$ cat config.mk
export PLATFORM = sky130hd
export DESIGN_NAME = rpn_ctrl
export DESIGN_NICKNAME = d
export VERILOG_FILES = /design/src/rtl/rpn_stack_calculator_core_assert.svh /design/src/rtl/rpn_pkg.sv /design/src/rtl/rpn_ctrl.sv
export SDC_FILE = /design/constraint.sdc
export NUM_CORES = 1
export LEC_CHECK = 0
export ABC_AREA = 1
export BUFFER_PORTS_ARGS = -buffer_cell sky130_fd_sc_hd__buf_2
export CAP_MARGIN = 20
export CORE_UTILIZATION = 25
export DETAILED_ROUTE_END_ITERATION = 7
export PLACE_DENSITY = 0.57
export SLEW_MARGIN = 40
export SYNTH_ARGS = -nofsm -noshare
export SYNTH_HDL_FRONTEND = slang
export SYNTH_SLANG_ARGS = --single-unit
$ cat constraint.sdc
create_clock -name clk -period 1.1 [get_ports clk]
set_input_delay 0.11 -clock clk [delete_from_list [all_inputs] [get_ports clk]]
set_output_delay 0.11 -clock clk [all_outputs]
set_load 0.005 [all_outputs]
$ cat src/rtl/rpn_stack_calculator_core_assert.svh
// Assertion macros for the RPN calculator core
`ifndef RPN_STACK_CALCULATOR_CORE_ASSERT_SVH
`define RPN_STACK_CALCULATOR_CORE_ASSERT_SVH
// implication checked on every clock edge outside reset
`define RPN_ASSERT_IMPL(label, ante, cons, msg) \
  label: assert property (@(posedge clk) disable iff (rst) (ante) |-> (cons)) \
    else $error(msg);
// implication: consequent checked in the cycle after the antecedent
`define RPN_ASSERT_NEXT(label, ante, cons, msg) \
  label: assert property (@(posedge clk) disable iff (rst) (ante) |=> (cons)) \
    else $error(msg);
`endif

$ cat src/rtl/rpn_pkg.sv
// ----------------------------------------------------------------------------
// rpn_pkg
// Shared types and constants of the RPN stack calculator.
// ----------------------------------------------------------------------------
`timescale 1ns / 1ps
package rpn_pkg;
  localparam logic [2:0] CMD_PUSH  = 3'd0;
  localparam logic [2:0] CMD_ADD   = 3'd1;
  localparam logic [2:0] CMD_SUB   = 3'd2;
  localparam logic [2:0] CMD_MUL   = 3'd3;
  localparam logic [2:0] CMD_DIV   = 3'd4;
  localparam logic [2:0] CMD_REM   = 3'd5;
  localparam logic [2:0] CMD_PRINT = 3'd6;

  typedef struct packed {
    logic [2:0]         command;
    logic signed [31:0] operand_value;
  } rpn_in_t;

  typedef struct packed {
    logic signed [31:0] result_value;
    logic               printed;
    logic               underflow;
    logic               overflow;
    logic               divide_by_zero;
    logic               saturated;
  } rpn_out_t;

  typedef enum logic [3:0] {
    ST_IDLE, ST_POPB, ST_WAITB, ST_POPA, ST_WAITA, ST_EXEC, ST_DIVRUN,
    ST_FIN, ST_PUSH, ST_OUT
  } rpn_state_t;

  // controller -> datapath
  typedef struct packed {
    logic load_in;     // capture input item, clear flags
    logic rd_b;        // read top into b (or zero+underflow)
    logic lat_b;       // latch read data into b
    logic rd_a;
    logic lat_a;
    logic exec;        // start arithmetic
    logic div_step;    // one divider iteration
    logic finish;      // form result from arithmetic
    logic push;        // push result or operand
    logic push_operand;
  } rpn_cmd_t;

  // datapath -> controller
  typedef struct packed {
    logic div_done;
    logic b_zero;
  } rpn_stat_t;
endpackage

$ cat src/rtl/rpn_ctrl.sv
// ----------------------------------------------------------------------------
// rpn_ctrl
// Command sequencer: pops, arithmetic, divider iterations, push, result.
// ----------------------------------------------------------------------------
`timescale 1ns / 1ps
module rpn_ctrl import rpn_pkg::*; (
  input  logic       clk,
  input  logic       rst,
  input  logic       in_fire,
  input  logic [2:0] in_cmd,
  input  logic       out_fire,
  input  rpn_stat_t  stat,
  output rpn_cmd_t   cmd,
  output logic       busy,
  output logic       out_valid
);
  rpn_state_t state, state_next;
  logic [2:0] op, op_next;

  always_ff @(posedge clk) begin
    if (rst) begin
      state <= ST_IDLE;
      op    <= CMD_PUSH;
    end else begin
      state <= state_next;
      op    <= op_next;
    end
  end

  always_comb begin
    state_next = state;
    op_next    = op;
    cmd        = '0;
    busy       = (state != ST_IDLE);
    out_valid  = (state == ST_OUT);
    unique case (state)
      ST_IDLE: begin
        if (in_fire) begin
          cmd.load_in = 1'b1;
          op_next     = in_cmd;
          case (in_cmd)
            CMD_PUSH: state_next = ST_PUSH;
            CMD_ADD, CMD_SUB, CMD_MUL, CMD_DIV, CMD_REM, CMD_PRINT:
              state_next = ST_POPB;
            default: state_next = ST_OUT;
          endcase
        end
      end
      ST_POPB: begin
        cmd.rd_b = 1'b1; state_next = ST_WAITB;
      end
      ST_WAITB: begin
        cmd.lat_b = 1'b1;
        if (op == CMD_PRINT) state_next = ST_OUT;
        else state_next = ST_POPA;
      end
      ST_POPA: begin
        if ((op == CMD_DIV || op == CMD_REM) && stat.b_zero) state_next = ST_OUT;
        else begin
          cmd.rd_a = 1'b1; state_next = ST_WAITA;
        end
      end
      ST_WAITA: begin
        cmd.lat_a = 1'b1; state_next = ST_EXEC;
      end
      ST_EXEC: begin
        cmd.exec = 1'b1;
        if (op == CMD_DIV || op == CMD_REM) state_next = ST_DIVRUN;
        else state_next = ST_FIN;
      end
      ST_DIVRUN: begin
        cmd.div_step = 1'b1;
        if (stat.div_done) state_next = ST_FIN;
      end
      ST_FIN: begin
        cmd.finish = 1'b1; state_next = ST_PUSH;
      end
      ST_PUSH: begin
        cmd.push = 1'b1;
        cmd.push_operand = (op == CMD_PUSH);
        state_next = ST_OUT;
      end
      ST_OUT: begin
        if (out_fire) state_next = ST_IDLE;
      end
      default: state_next = ST_IDLE;
    endcase
  end
endmodule

==> impl_metrics.toml <==
[setup_path]
worst-r2r-cell-count = 8
crit_path_top_delay_cell = "dfxtp_4"
required_ps = 990
stage_delay_of_the_slowest_cell_on_the_critical_path_ps = 370
worst-setup-path-type = "flip-flop to primary output"
worst_path_most_repeated_cell = "inv_2"
path_max_fanout = 4
critPathArrivalTime_ps = 1150
setup.reg_to_reg.worst_slack_ps = -130
crit_chain = "nor2_4 -> nand2_2 -> inv_2 -> nand2_4 -> inv_2 -> buf_2"
worstSetupStartpointType = "flip-flop"
rr_endpoint = "state[0]"
timing.rr.start = "state[2]"
setup.worst_path.end_class = "primary output"

[synthesis]
synth_area_leaders = "dfxtp_1 29%, nor2_1 12%, inv_1 11%"
yosysTopAreaCellShare_pct = 28.57
post_synth_instance_area_um2 = 490.5
netlist_instances = 83
synth_most_common_cell = "nor2_1"
ys_ff_latch = 7
synth.top_cells.by_count = "16 x nor2_1, 15 x inv_1, 12 x nand2_1"
syn_avg_cell_area_um2 = 5.909
syn-num-nets = 92
yosys_most_used_dff = "dfxtp_1"
yosysWarningCount = 0
netlist.top_cell.by_area = "dfxtp_1"
fraction_of_registers_with_async_set_or_reset_after_synthesis_pct = 0
number_of_enable_type_register_cells_in_the_synthesized_netlist = 0
synth_sequential_area_ratio_pct = 28.57
synthDistinctLibCells = 15

[timing]
layout_setup_ws_ps = -161.4
report.final.setup_viol = 19
final_period_utilization_pct = 114.7
fin_skew_ps = 5.780
grt_setup_unrepaired = "true"
final_max_slew_viol_count = 0
fmax_mhz = 792.8
setup_total_negative_slack_ps = -1715
timing.final.hold_violations = 0
max_slew_margin_pct = 86.32
finalCriticalPeriod_ps = 1261
max_slew.worst_pin.slew_ps = 204.5

[final_layout]
area_growth_from_synthesis_to_layout_pct = 91.07
antenna_diode_count = 0
final_nets = 128
utilization_pct = 52.56
drive_above_1_share_pct = 72.03
fillCellCount = 167

[pwr]
leakage_nw = 0.4621
power-per-cell-area_mw_per_mm2 = 2117
report.power.total_mw = 1.984
max-vdd-ir-drop_v = 0.0008633

[min_path]
worstHoldPathCells = 2
hold_start = "rst"
holdCritPathClass = "input pin to flip-flop"
whs_endpoint = "state[0]"

[routing]
via_per_inst = 4.476
initial_drt_pass_iterations = 4
route.vias.total = 640
wirelength_um = 1633
drt_first_iter_violations = 33
detail-route-antenna-nets = 0
post_drt_wl_per_cell_um = 11.42
drc_errors = 0

[global_route]
globalRouteMet3Util_pct = 2.353
antenna_found_initial = 0
gr-usage-all-layers_pct = 18.10
global_route.usage.met1_pct = 20.79
overflow = 0
busiest_layer = "met2"
grt_pass1_vias = 629
grt_first_pass_wirelength_um = 2649
met2_use_gr_pct = 30.70
maximum_number_of_pins_on_one_net_before_global_route_repair = 8

[floorplan]
ioPinCount = 21
initial_standard_cell_utilization_of_the_core_pct = 27.51
floorplan.die_area_mm2 = 0.002143
die_w_um = 46.30
die_height_um = 46.30
core_area_mm2 = 0.001783
floorplan.rows = 15

[job]
max_capacitance_violation_count = 0

[clocking]
clkLatencyLatePin_ps = 260
cts_root_buffer = "clkbuf_4"
cts_num_sinks = 7
cts_buffer_depth = 2
cts-buffers-inserted = 3
clkSlewWorstSetupHoldPaths_ps = 50
ctsHtreeMaxLevel = 1
tritoncts_clock_tree = "built"

[status]
status = "finished, violations left"
failed_checks = "setup timing"

[place]
port_buffers = 20
hpwlAfterDp_um = 1125
place.gp.congestion = 0.8179
==> report_power, final <==
part	leakage, nW	switching (mW)	internal (mW)	total [mW]
clock network	0.0150	0.0995	0.139	0.238
registers	0.0604	0.141	0.362	0.504
logic	0.387	0.704	0.538	1.24
==> worst max path at each step <==
| stage | from | cells past startpoint | slack [ps] | endpoint |
|---|---|---|---|---|
| CTS | state[3] | 6 | -130 | cmd[9] |
| global route | state[2] | 6 | -200 | cmd[9] |
| finish | state[2] | 6 | -160 | cmd[9] |
| floorplan | state[3] | 7 | 40 | state[0] |
| detailed placement | state[3] | 7 | -70 | state[0] |
| global placement | state[3] | 7 | -50 | state[0] |
==> state kept, by name, summed over array words and instances, names as in the netlist <==
signal	count
state	4
op	3
==> stage by stage <==
stage          worst slack (ps)  hold WS [ps]  cell area, µm²  instances
6_report                 -161.4         120.9           937.1        143
5_1_grt                  -199.1         134.7           937.1        143
3_5_place_dp             -66.96         384.8           659.4        133
3_3_place_gp             -52.50         386.3           659.4        133
4_1_cts                  -130.4         124.6           867.1        143
2_1_floorplan             35.27         172.4           490.5         83
==> final cells by class <==
cell class                 instances  area (µm²)  area share (%)
clock buffer                       4       26.28           2.804
inverter                          17       68.82           7.343
multi-input combinational         59       422.9           45.13
sequential                         7       155.1           16.56
tap                               25       31.28           3.338
timing repair buffer              31       232.7           24.83
==> cells by family after synthesis <==
kind of cell	Yosys count	synth area share [%]
flops	7	28.57
compound gates	11	13.77
simple gates	48	44.64
buf+inv	17	13.01
==> cells in the final DEF, fill, tap and decap left out, types with 4 or more instances in the layout <==
| cell | n |
|---|---|
| buf_2 | 15 |
| inv_1 | 4 |
| nor2_2 | 9 |
| nand2_2 | 4 |
| nand2_1 | 8 |
| dfxtp_4 | 4 |
| nor2_4 | 8 |
| nand2_4 | 5 |
| inv_2 | 11 |
| nor2_1 | 5 |
| buf_4 | 6 |
| nand3_1 | 6 |
| buf_6 | 10 |
==> routing by layer <==
layer / wire [µm] / share of wire [%]
met2: 805 / 49
met4: 51 / 3.1
met3: 69 / 4.2
met1: 707 / 43
met5: 0 / 0
==> critical path, delay by kind of cell, from the launching register on <==
| kind | cells | cell delay [ps] |
|---|---|---|
| simple gates | 3 | 310 |
| flops | 1 | 370 |
| buf+inv | 3 | 200 |
==> repair_timing <==
action	in CTS	in global routing
hold buffers	0	0
pin swaps	10	10
gates resized for setup	45	21
setup buffers	7	0
setup endpoints to repair	18	19
Note: power is estimated with default switching activity, not from simulation.
